File: src/design/pfwc_pkg.sv
// Package for the PLL frequency word calculator.
// Holds the word sequence type, register codes, reset words and divider constants.
// No dependencies.
package pfwc_pkg;

  // Configuration register indexes.
  localparam logic [1:0] CFG_R4_BASE = 2'd0;
  localparam logic [1:0] CFG_R1_BASE = 2'd1;
  localparam logic [1:0] CFG_R0_BASE = 2'd2;

  // Reset values of the base words.
  localparam logic [31:0] R4_BASE_RST = 32'd11862524;
  localparam logic [31:0] R1_BASE_RST = 32'd134250505;
  localparam logic [31:0] R0_BASE_RST = 32'd13107200;

  // Synthesizer register numbers carried with each word.
  localparam logic [2:0] REG_NUM_R4 = 3'd4;
  localparam logic [2:0] REG_NUM_R1 = 3'd1;
  localparam logic [2:0] REG_NUM_R0 = 3'd0;

  // Field masks before shifting.
  localparam logic [2:0]  RFDIV_FIELD = 3'h7;
  localparam logic [11:0] MOD_FIELD   = 12'hFFF;
  localparam logic [11:0] FRAC_FIELD  = 12'hFFF;
  localparam logic [15:0] INT_FIELD   = 16'hFFFF;

  // Fixed fractional modulus.
  localparam logic [11:0] MODULUS = 12'd1000;
  localparam logic [9:0]  MOD_K   = 10'd1000;

  // Highest output divider code.
  localparam logic [2:0] DIV_MAX = 3'd6;

  // Division of vco/16 by 625: floor(2^32 / 625), error below one.
  localparam logic [22:0] RECIP_625 = 23'd6871947;
  localparam logic [9:0]  K_625     = 10'd625;
  // Division of q/8 by 125: floor(2^24 / 125), error below one.
  localparam logic [17:0] RECIP_125 = 18'd134217;

  // Lowest input frequency for each divider code (2.2 GHz / 2^d).
  localparam logic [32:0] FMIN_D0 = 33'd2200000000;
  localparam logic [32:0] FMIN_D1 = 33'd1100000000;
  localparam logic [32:0] FMIN_D2 = 33'd550000000;
  localparam logic [32:0] FMIN_D3 = 33'd275000000;
  localparam logic [32:0] FMIN_D4 = 33'd137500000;
  localparam logic [32:0] FMIN_D5 = 33'd68750000;
  localparam logic [32:0] FMIN_D6 = 33'd34375000;

  // Output word sequence, one-hot.
  typedef enum logic [2:0] {
    WORD_R4 = 3'b001,
    WORD_R1 = 3'b010,
    WORD_R0 = 3'b100
  } word_e;

  // Smallest divider code that lifts the VCO to 2.2 GHz, saturating at six.
  function automatic logic [2:0] div_code(input logic [32:0] freq);
    logic [2:0] code;
    priority if (freq >= FMIN_D0) code = 3'd0;
    else if (freq >= FMIN_D1) code = 3'd1;
    else if (freq >= FMIN_D2) code = 3'd2;
    else if (freq >= FMIN_D3) code = 3'd3;
    else if (freq >= FMIN_D4) code = 3'd4;
    else if (freq >= FMIN_D5) code = 3'd5;
    else code = DIV_MAX;
    return code;
  endfunction

endpackage

File: src/design/pll_frequency_word_calculator.sv
// PLL frequency word calculator: divider, INT and FRAC pipeline and word sender.
// Depends on pfwc_pkg for constants, the word sequence type and the divider search.
//
//   channel | signals                                   | direction
//   --------+-------------------------------------------+----------
//   input   | in_valid_i, in_stall_o, freq_hz_i         | in
//   output  | out_valid_o, out_stall_i, reg_word_o,     | out
//           | reg_number_o, last_word_o, range_error_o  |
//   config  | cfg_valid_i, cfg_ready_o, cfg_index_i,    | in
//           | cfg_data_i                                |
//
// Five register stages compute the divider, vco/10 kHz and its split into INT and FRAC.
// The output stage sends three words per item, holding each while out_stall_i is high,
// and so sets the sustained rate; the stages ahead of it keep taking items until full.
// Reset clears all valid bits and loads the reset base words; a stage waits only
// while the stage after it is full and cannot move on.
module pll_frequency_word_calculator
  import pfwc_pkg::*;
#(
  parameter int unsigned RFDIV_SHIFT = 20,
  parameter int unsigned MOD_SHIFT   = 3,
  parameter int unsigned FRAC_SHIFT  = 3,
  parameter int unsigned INT_SHIFT   = 15
) (
  input  logic        clk_i,
  input  logic        rst_ni,
  input  logic        in_valid_i,
  output logic        in_stall_o,
  input  logic [32:0] freq_hz_i,
  output logic        out_valid_o,
  input  logic        out_stall_i,
  output logic [31:0] reg_word_o,
  output logic [2:0]  reg_number_o,
  output logic        last_word_o,
  output logic        range_error_o,
  input  logic        cfg_valid_i,
  output logic        cfg_ready_o,
  input  logic [1:0]  cfg_index_i,
  input  logic [31:0] cfg_data_i
);

  // Field masks in place within the 32-bit words.
  localparam logic [31:0] RFDIV_MASK = 32'(64'(RFDIV_FIELD) << RFDIV_SHIFT);
  localparam logic [31:0] MOD_MASK   = 32'(64'(MOD_FIELD) << MOD_SHIFT);
  localparam logic [31:0] FRAC_MASK  = 32'(64'(FRAC_FIELD) << FRAC_SHIFT);
  localparam logic [31:0] INT_MASK   = 32'(64'(INT_FIELD) << INT_SHIFT);
  localparam logic [31:0] MOD_WORD   = 32'(64'(MODULUS) << MOD_SHIFT) & MOD_MASK;

  // Configuration registers.
  logic [31:0] r4_base_q, r1_base_q, r0_base_q;

  // Pipeline valid bits and stage enables.
  logic v1_q, v2_q, v3_q, v4_q, v5_q, ov_q;
  logic take1, take2, take3, take4, take5, out_take;

  // Stage payloads.
  logic [28:0] x1_q, x2_q;
  logic [2:0]  div1_q, div2_q, div3_q, div4_q, div5_q, div_q;
  logic        err1_q, err2_q, err3_q, err4_q, err5_q, err_q;
  logic [51:0] p2_q;
  logic [19:0] q3_q, q4_q;
  logic [34:0] p4_q;
  logic [9:0]  iv5_q, fv5_q, iv_q, fv_q;
  word_e       word_q, word_d;

  // Stage logic.
  logic [2:0]  div1_d;
  logic [32:0] vco1_d;
  logic [19:0] qest3;
  logic [29:0] prod3, rem3;
  logic [19:0] q3_d;
  logic [9:0]  ivest5;
  logic [19:0] prod5, rem5;
  logic        fix5;
  logic        last_sent;

  // Handshake: a stage takes new data when empty or when it passes its own on.
  assign last_sent  = ov_q && !out_stall_i && (word_q == WORD_R0);
  assign out_take   = !ov_q || last_sent;
  assign take5      = !v5_q || out_take;
  assign take4      = !v4_q || take5;
  assign take3      = !v3_q || take4;
  assign take2      = !v2_q || take3;
  assign take1      = !v1_q || take2;
  assign in_stall_o = !take1;
  assign cfg_ready_o = 1'b1;

  // Configuration writes; an index past the list is ignored.
  always_ff @(posedge clk_i or negedge rst_ni) begin
    if (!rst_ni) begin
      r4_base_q <= R4_BASE_RST;
      r1_base_q <= R1_BASE_RST;
      r0_base_q <= R0_BASE_RST;
    end else if (cfg_valid_i) begin
      unique case (cfg_index_i)
        CFG_R4_BASE: r4_base_q <= cfg_data_i;
        CFG_R1_BASE: r1_base_q <= cfg_data_i;
        CFG_R0_BASE: r0_base_q <= cfg_data_i;
        default: ;
      endcase
    end
  end

  // Stage 1: divider code and VCO frequency; the VCO always fits 33 bits.
  always_comb begin
    div1_d = div_code(freq_hz_i);
    vco1_d = freq_hz_i << div1_d;
  end

  // Stage 3: quotient by 625 from the reciprocal estimate, corrected by one step.
  always_comb begin
    qest3 = p2_q[51:32];
    prod3 = 30'(qest3) * 30'(K_625);
    rem3  = 30'(x2_q) - prod3;
    q3_d  = qest3 + 20'(rem3 >= 30'(K_625));
  end

  // Stage 5: split vco/10 kHz into INT and FRAC by dividing by 1000.
  always_comb begin
    ivest5 = p4_q[33:24];
    prod5  = 20'(ivest5) * 20'(MOD_K);
    rem5   = q4_q - prod5;
    fix5   = rem5 >= 20'(MOD_K);
  end

  // Valid bits.
  always_ff @(posedge clk_i or negedge rst_ni) begin
    if (!rst_ni) begin
      v1_q <= 1'b0;
      v2_q <= 1'b0;
      v3_q <= 1'b0;
      v4_q <= 1'b0;
      v5_q <= 1'b0;
      ov_q <= 1'b0;
    end else begin
      if (take1) v1_q <= in_valid_i;
      if (take2) v2_q <= v1_q;
      if (take3) v3_q <= v2_q;
      if (take4) v4_q <= v3_q;
      if (take5) v5_q <= v4_q;
      if (out_take) ov_q <= v5_q;
    end
  end

  // Pipeline payload registers.
  always_ff @(posedge clk_i) begin
    if (take1) begin
      x1_q   <= vco1_d[32:4];
      div1_q <= div1_d;
      err1_q <= freq_hz_i < FMIN_D6;
    end
    if (take2) begin
      p2_q   <= 52'(x1_q) * 52'(RECIP_625);
      x2_q   <= x1_q;
      div2_q <= div1_q;
      err2_q <= err1_q;
    end
    if (take3) begin
      q3_q   <= q3_d;
      div3_q <= div2_q;
      err3_q <= err2_q;
    end
    if (take4) begin
      p4_q   <= 35'(q3_q[19:3]) * 35'(RECIP_125);
      q4_q   <= q3_q;
      div4_q <= div3_q;
      err4_q <= err3_q;
    end
    if (take5) begin
      iv5_q  <= ivest5 + 10'(fix5);
      fv5_q  <= fix5 ? 10'(rem5 - 20'(MOD_K)) : rem5[9:0];
      div5_q <= div4_q;
      err5_q <= err4_q;
    end
    if (out_take) begin
      iv_q  <= iv5_q;
      fv_q  <= fv5_q;
      div_q <= div5_q;
      err_q <= err5_q;
    end
  end

  // Word sequencer: R4, R1, R0, then the next item.
  always_comb begin
    word_d = word_q;
    if (out_take) begin
      word_d = WORD_R4;
    end else if (!out_stall_i) begin
      unique case (word_q)
        WORD_R4: word_d = WORD_R1;
        WORD_R1: word_d = WORD_R0;
        WORD_R0: word_d = WORD_R4;
        default: word_d = WORD_R4;
      endcase
    end
  end

  always_ff @(posedge clk_i or negedge rst_ni) begin
    if (!rst_ni) begin
      word_q <= WORD_R4;
    end else begin
      word_q <= word_d;
    end
  end

  // Merge the fields into the base word of the register being sent.
  always_comb begin
    reg_word_o   = r4_base_q;
    reg_number_o = REG_NUM_R4;
    unique case (word_q)
      WORD_R4: begin
        reg_word_o   = (r4_base_q & ~RFDIV_MASK) |
                       (32'(64'(div_q) << RFDIV_SHIFT) & RFDIV_MASK);
        reg_number_o = REG_NUM_R4;
      end
      WORD_R1: begin
        reg_word_o   = (r1_base_q & ~MOD_MASK) | MOD_WORD;
        reg_number_o = REG_NUM_R1;
      end
      WORD_R0: begin
        reg_word_o   = (r0_base_q & ~FRAC_MASK & ~INT_MASK) |
                       (32'(64'(fv_q) << FRAC_SHIFT) & FRAC_MASK) |
                       (32'(64'(iv_q) << INT_SHIFT) & INT_MASK);
        reg_number_o = REG_NUM_R0;
      end
      default: begin
        reg_word_o   = r4_base_q;
        reg_number_o = REG_NUM_R4;
      end
    endcase
  end

  assign out_valid_o   = ov_q;
  assign last_word_o   = (word_q == WORD_R0);
  assign range_error_o = err_q;

`ifndef SYNTHESIS
  // The sequencer always holds exactly one word position.
  a_word_onehot: assert property (@(posedge clk_i) disable iff (!rst_ni)
    $onehot(word_q)) else $error("word sequencer lost its one-hot code");

  // The corrected division leaves FRAC below the modulus and INT in range.
  a_frac_range: assert property (@(posedge clk_i) disable iff (!rst_ni)
    ov_q |-> (fv_q < MOD_K) && (iv_q < 10'd860))
    else $error("INT or FRAC out of range");

  // A saturated divider is the only case with the error flag.
  a_err_div: assert property (@(posedge clk_i) disable iff (!rst_ni)
    ov_q && err_q |-> div_q == DIV_MAX) else $error("range error without saturated divider");

  // The input stalls only when every stage holds an item.
  a_stall_full: assert property (@(posedge clk_i) disable iff (!rst_ni)
    in_stall_o |-> v1_q && v2_q && v3_q && v4_q && v5_q && ov_q)
    else $error("input stalled with an empty stage");

  // A new item starts at register 4.
  a_new_item_r4: assert property (@(posedge clk_i) disable iff (!rst_ni)
    out_take && v5_q |=> word_q == WORD_R4) else $error("item did not start at register 4");
`endif

endmodule

File: config.mk
export PLATFORM = sky130hd
export DESIGN_NAME = pll_frequency_word_calculator
export DESIGN_NICKNAME = d
export VERILOG_FILES = /design/src/design/pfwc_pkg.sv /design/src/design/pll_frequency_word_calculator.sv
export SDC_FILE = /design/constraint.sdc
export NUM_CORES = 2
export LEC_CHECK = 0
export BUFFER_PORTS_ARGS = -buffer_cell sky130_fd_sc_hd__buf_2
export CAP_MARGIN = 15
export CORE_UTILIZATION = 50
export DETAILED_ROUTE_END_ITERATION = 6
export PLACE_DENSITY_LB_ADDON = 0.05
export SYNTH_ARGS = -nofsm -noshare
export SYNTH_HDL_FRONTEND = slang
export SYNTH_SLANG_ARGS = --single-unit
File: constraint.sdc
create_clock -name clk_i -period 10.5 [get_ports clk_i]
set_input_delay 2.625 -clock clk_i [delete_from_list [all_inputs] [get_ports clk_i]]
set_output_delay 2.625 -clock clk_i [all_outputs]
set_load 0.02 [all_outputs]
==> summary.txt <==
STA
  • Setup violations, final: 0
  • Setup TNS: 0 ns
  • Setup repair after global routing missed its margin: false
  • Rel. slew slack: 22.5%
  • PnR worst setup slack: 2.52 ns
  • Final Cycle Share: between 70% and 80%
  • Post-layout minimum cycle time: 7.98 ns
  • Fmax: 0.125 GHz
  • Slew @ Worst Pin: 1.16 ns
  • Clock skew: approximately 0.026 ns
  • Final hold violations: 0
  • Final slew viol count: 0

Floorplan
  • Area of the core: 64500 sq um
  • Die Outline Area: 66300 sq um
  • Starting Density: between 50% and 60%
  • FP Rows: between 90 and 100
  • # IOs: 112
  • Die Ht: 258 um
  • Die X: 258 um

Global route
  • Vias in the first global route: 23292
  • Tot GR Track Use: 24.8%
  • Pin count of the biggest net entering global routing: 66
  • GR Overflow Total: 0
  • Initial antenna violation count: 0
  • First-pass GRT wire length: 129 mm

Synth
  • Syn avg cell area: 10.7 sq um
  • Post-synthesis sequential area ratio: 22.7%
  • Synthesis-stage register bit count: about 260
  • Main synth FF type: edfxtp_1
  • Post-synth EDFFs: 192
  • Post-Syn Instances: 3055
  • Ys Warns: 0
  • Post-synthesis cell type count: 79
  • Mapped Area: approximately 33000 sq um
  • Async set-or-reset flop fraction in the synthesized netlist: 25.3%
  • Syn nets: 4096

Setup path
  • Crit. path cell count: 18
  • Crit path buf inv count: 2
  • Worst path slowest cell: o311ai_0
  • Crit-path max FO: 8
  • CP max stage delay: roughly 0.75 ns
  • CP Cell Sequence: ha_1 -> inv_1 -> fa_1 -> inv_1 -> fa_1 -> fa_1 -> fa_1 -> fa_1 -> fa_1 -> ha_1 -> nand3_1 -> nor3_1 -> and3_1 -> a221o_1 -> o311ai_0 -> a31oi_1 -> o21a_1 -> o311ai_0
  • Reg2reg path depth: 18
  • Crit path launch type: register
  • Crit path DAT: 8.28 ns
  • CP required: 10.80 ns
  • CP Class: register to register
  • Crit-path most repeated cell: fa_1
  • CP delay by family, top: adder cells
  • CP endpoint kind: register

Detailed routing
  • Metal2 WL: 35.3 mm
  • Metal3 WL: between 2 and 3 mm
  • Detailed Route WL: between 70 and 80 mm
  • Wl on met1: a little under 40 mm
  • Number of routed nets with antenna violations: 0
  • Iter 0 DRT Violations: about 1400
  • Top Metal Used: met4
  • Wire per inst: between 15 and 20 um
  • Routed vias/inst: 5.34
  • Drt pass-1 iters: 5
  • Drt drc: 0
  • Via count: 21591

Place
  • Post-DP HPWL: 66.7 mm
  • Routability cong.: about 0.91
  • Dpl ws: 2.63 ns
  • Port Buf Inserts: 109

Clock network
  • Setup repair bufs after CTS: 0
  • Worst-Skew Late Latency: 0.60 ns
  • H-tree depth: 1
  • Root Buffer Master: clkbuf_16
  • CTS buffer count: 31
  • CTS max path bufs: 3
  • Clock Pin Slew Worst Setup and Hold Paths: 0.06 ns
  • Clock tree sinks: around 260
  • Post_cts resized: 0
  • CTS Hold Buffers Added: 0
  • CTS tree: yes

Layout
  • P&R area growth vs syn: 7.78%
  • Diodes inserted: 0
  • Most frequent cells in the layout: inv_1 (791), ha_1 (549), fa_1 (420)
  • Nets: about 4200
  • Commonest non-fill, non-tap cell in the layout: inv_1
  • Layout cells sized above 1: between 8 and 9%

Min path
  • Class of the worst hold path: register to register
  • Hold depth: 0

Run status
  • Status: finished clean

Run
  • Max-Cap Viols: 0
==> final cells by class <==
cell class              count  area [sq um]
flip-flops and latches    257          7410
multi-input cells        1960         22100
fillers                  5773         29300
clock inverters            20           233
repair buffers            117           606
inverters                 794          2980
well taps                 855          1070
clock buffers              38           812
==> sequential cells by signal, indices dropped and copies added, names as in the netlist, 3 cells and up <==
signal / count
iv_q: 10
p2_q: 20
div1_q: 3
q3_q: 20
div2_q: 3
x1_q: 29
r1_base_q: 20
x2_q: 29
div_q: 3
q4_q: 20
r0_base_q: 4
word_q: 3
iv5_q: 10
r4_base_q: 32
div4_q: 3
fv_q: 10
p4_q: 10
fv5_q: 10
div3_q: 3
div5_q: 3
==> final timing paths <==
kind / from / to / slack [ns]
worst max-delay path: x1_q[10]$_DFFE_PN_ / p2_q[49]$_DFFE_PP_ / 2.52
worst min-delay path: div2_q[0]$_DFFE_PP_ / div3_q[0]$_DFFE_PP_ / 0.41
worst min register to register: div2_q[0]$_DFFE_PP_ / div3_q[0]$_DFFE_PP_ / 0.41
min in group asynchronous: rst_ni / r4_base_q[14]$_DFFE_PN0P_ / 2.23
max in group asynchronous: rst_ni / v4_q$_DFFE_PN0P_ / 7.70
worst max register to register: x1_q[10]$_DFFE_PN_ / p2_q[49]$_DFFE_PP_ / 2.52
==> routing by layer <==
layer	global-route usage, %	vias to the layer above
li1	-	10269
met1	37.3	10863
met2	39.4	393
met3	2.44	66
met4	3.60	0
met5	0	-
==> kinds of logic after synthesis <==
logic type      after synthesis  share of synthesized area [%]
fa+ha+maj                   970                           46.8
mux                         143                           4.69
xor+xnor                     93                           2.49
buf+inv                     838                           9.79
simple gates                406                           6.20
other cells                   2                         0.0230
flops                       257                           22.7
compound gates              346                           7.31
==> stage by stage <==
stage          utilization [%]  hold WS, ns  cells  area [sq um]
6_report                  54.6        0.414   4041         35200
5_1_grt                   54.6        0.430   4041         35200
4_1_cts                   54.6        0.417   4041         35200
3_5_place_dp              53.0        0.405   3983         34200
3_3_place_gp              53.0        0.407   3983         34200
2_1_floorplan                -        0.400   3055         32700
==> cell usage after synthesis, types with 11 or more instances <==
master	count	area, sq um
and3_1	13	81.3
nor2b_1	17	106
ha_1	549	6870
mux2i_1	62	621
a31oi_1	14	87.6
nand2b_1	19	119
clkbuf_1	35	131
inv_1	791	2970
nor4_1	16	100
nor2_1	78	293
a22oi_1	13	97.6
o21ai_0	60	300
dfstp_2	16	420
nand3_1	47	235
xnor2_1	63	552
o21a_1	14	105
a21oi_1	81	405
xor2_1	30	263
a21o_1	32	240
nand2_1	114	428
edfxtp_1	192	5770
fa_1	420	8410
a211oi_1	19	143
or3_1	11	68.8
nor3_1	33	165
nand4_1	17	106
mux2_2	81	912
a22o_1	11	96.3
dfrtp_1	49	1230
==> worst reg2reg max path, stage by stage, from the launching register on <==
cell      delay [ns]
edfxtp_1        0.65
ha_1            0.58
inv_1           0.09
fa_1            0.53
inv_1           0.10
fa_1            0.51
fa_1            0.52
fa_1            0.52
fa_1            0.53
fa_1            0.52
ha_1            0.35
nand3_1         0.17
nor3_1          0.09
and3_1          0.23
a221o_1         0.32
o311ai_0        0.75
a31oi_1         0.30
o21a_1          0.27
o311ai_0        0.65
Power is not shown: default switching activity piles up to over one toggle a cycle in this logic, so the estimate is an artifact.
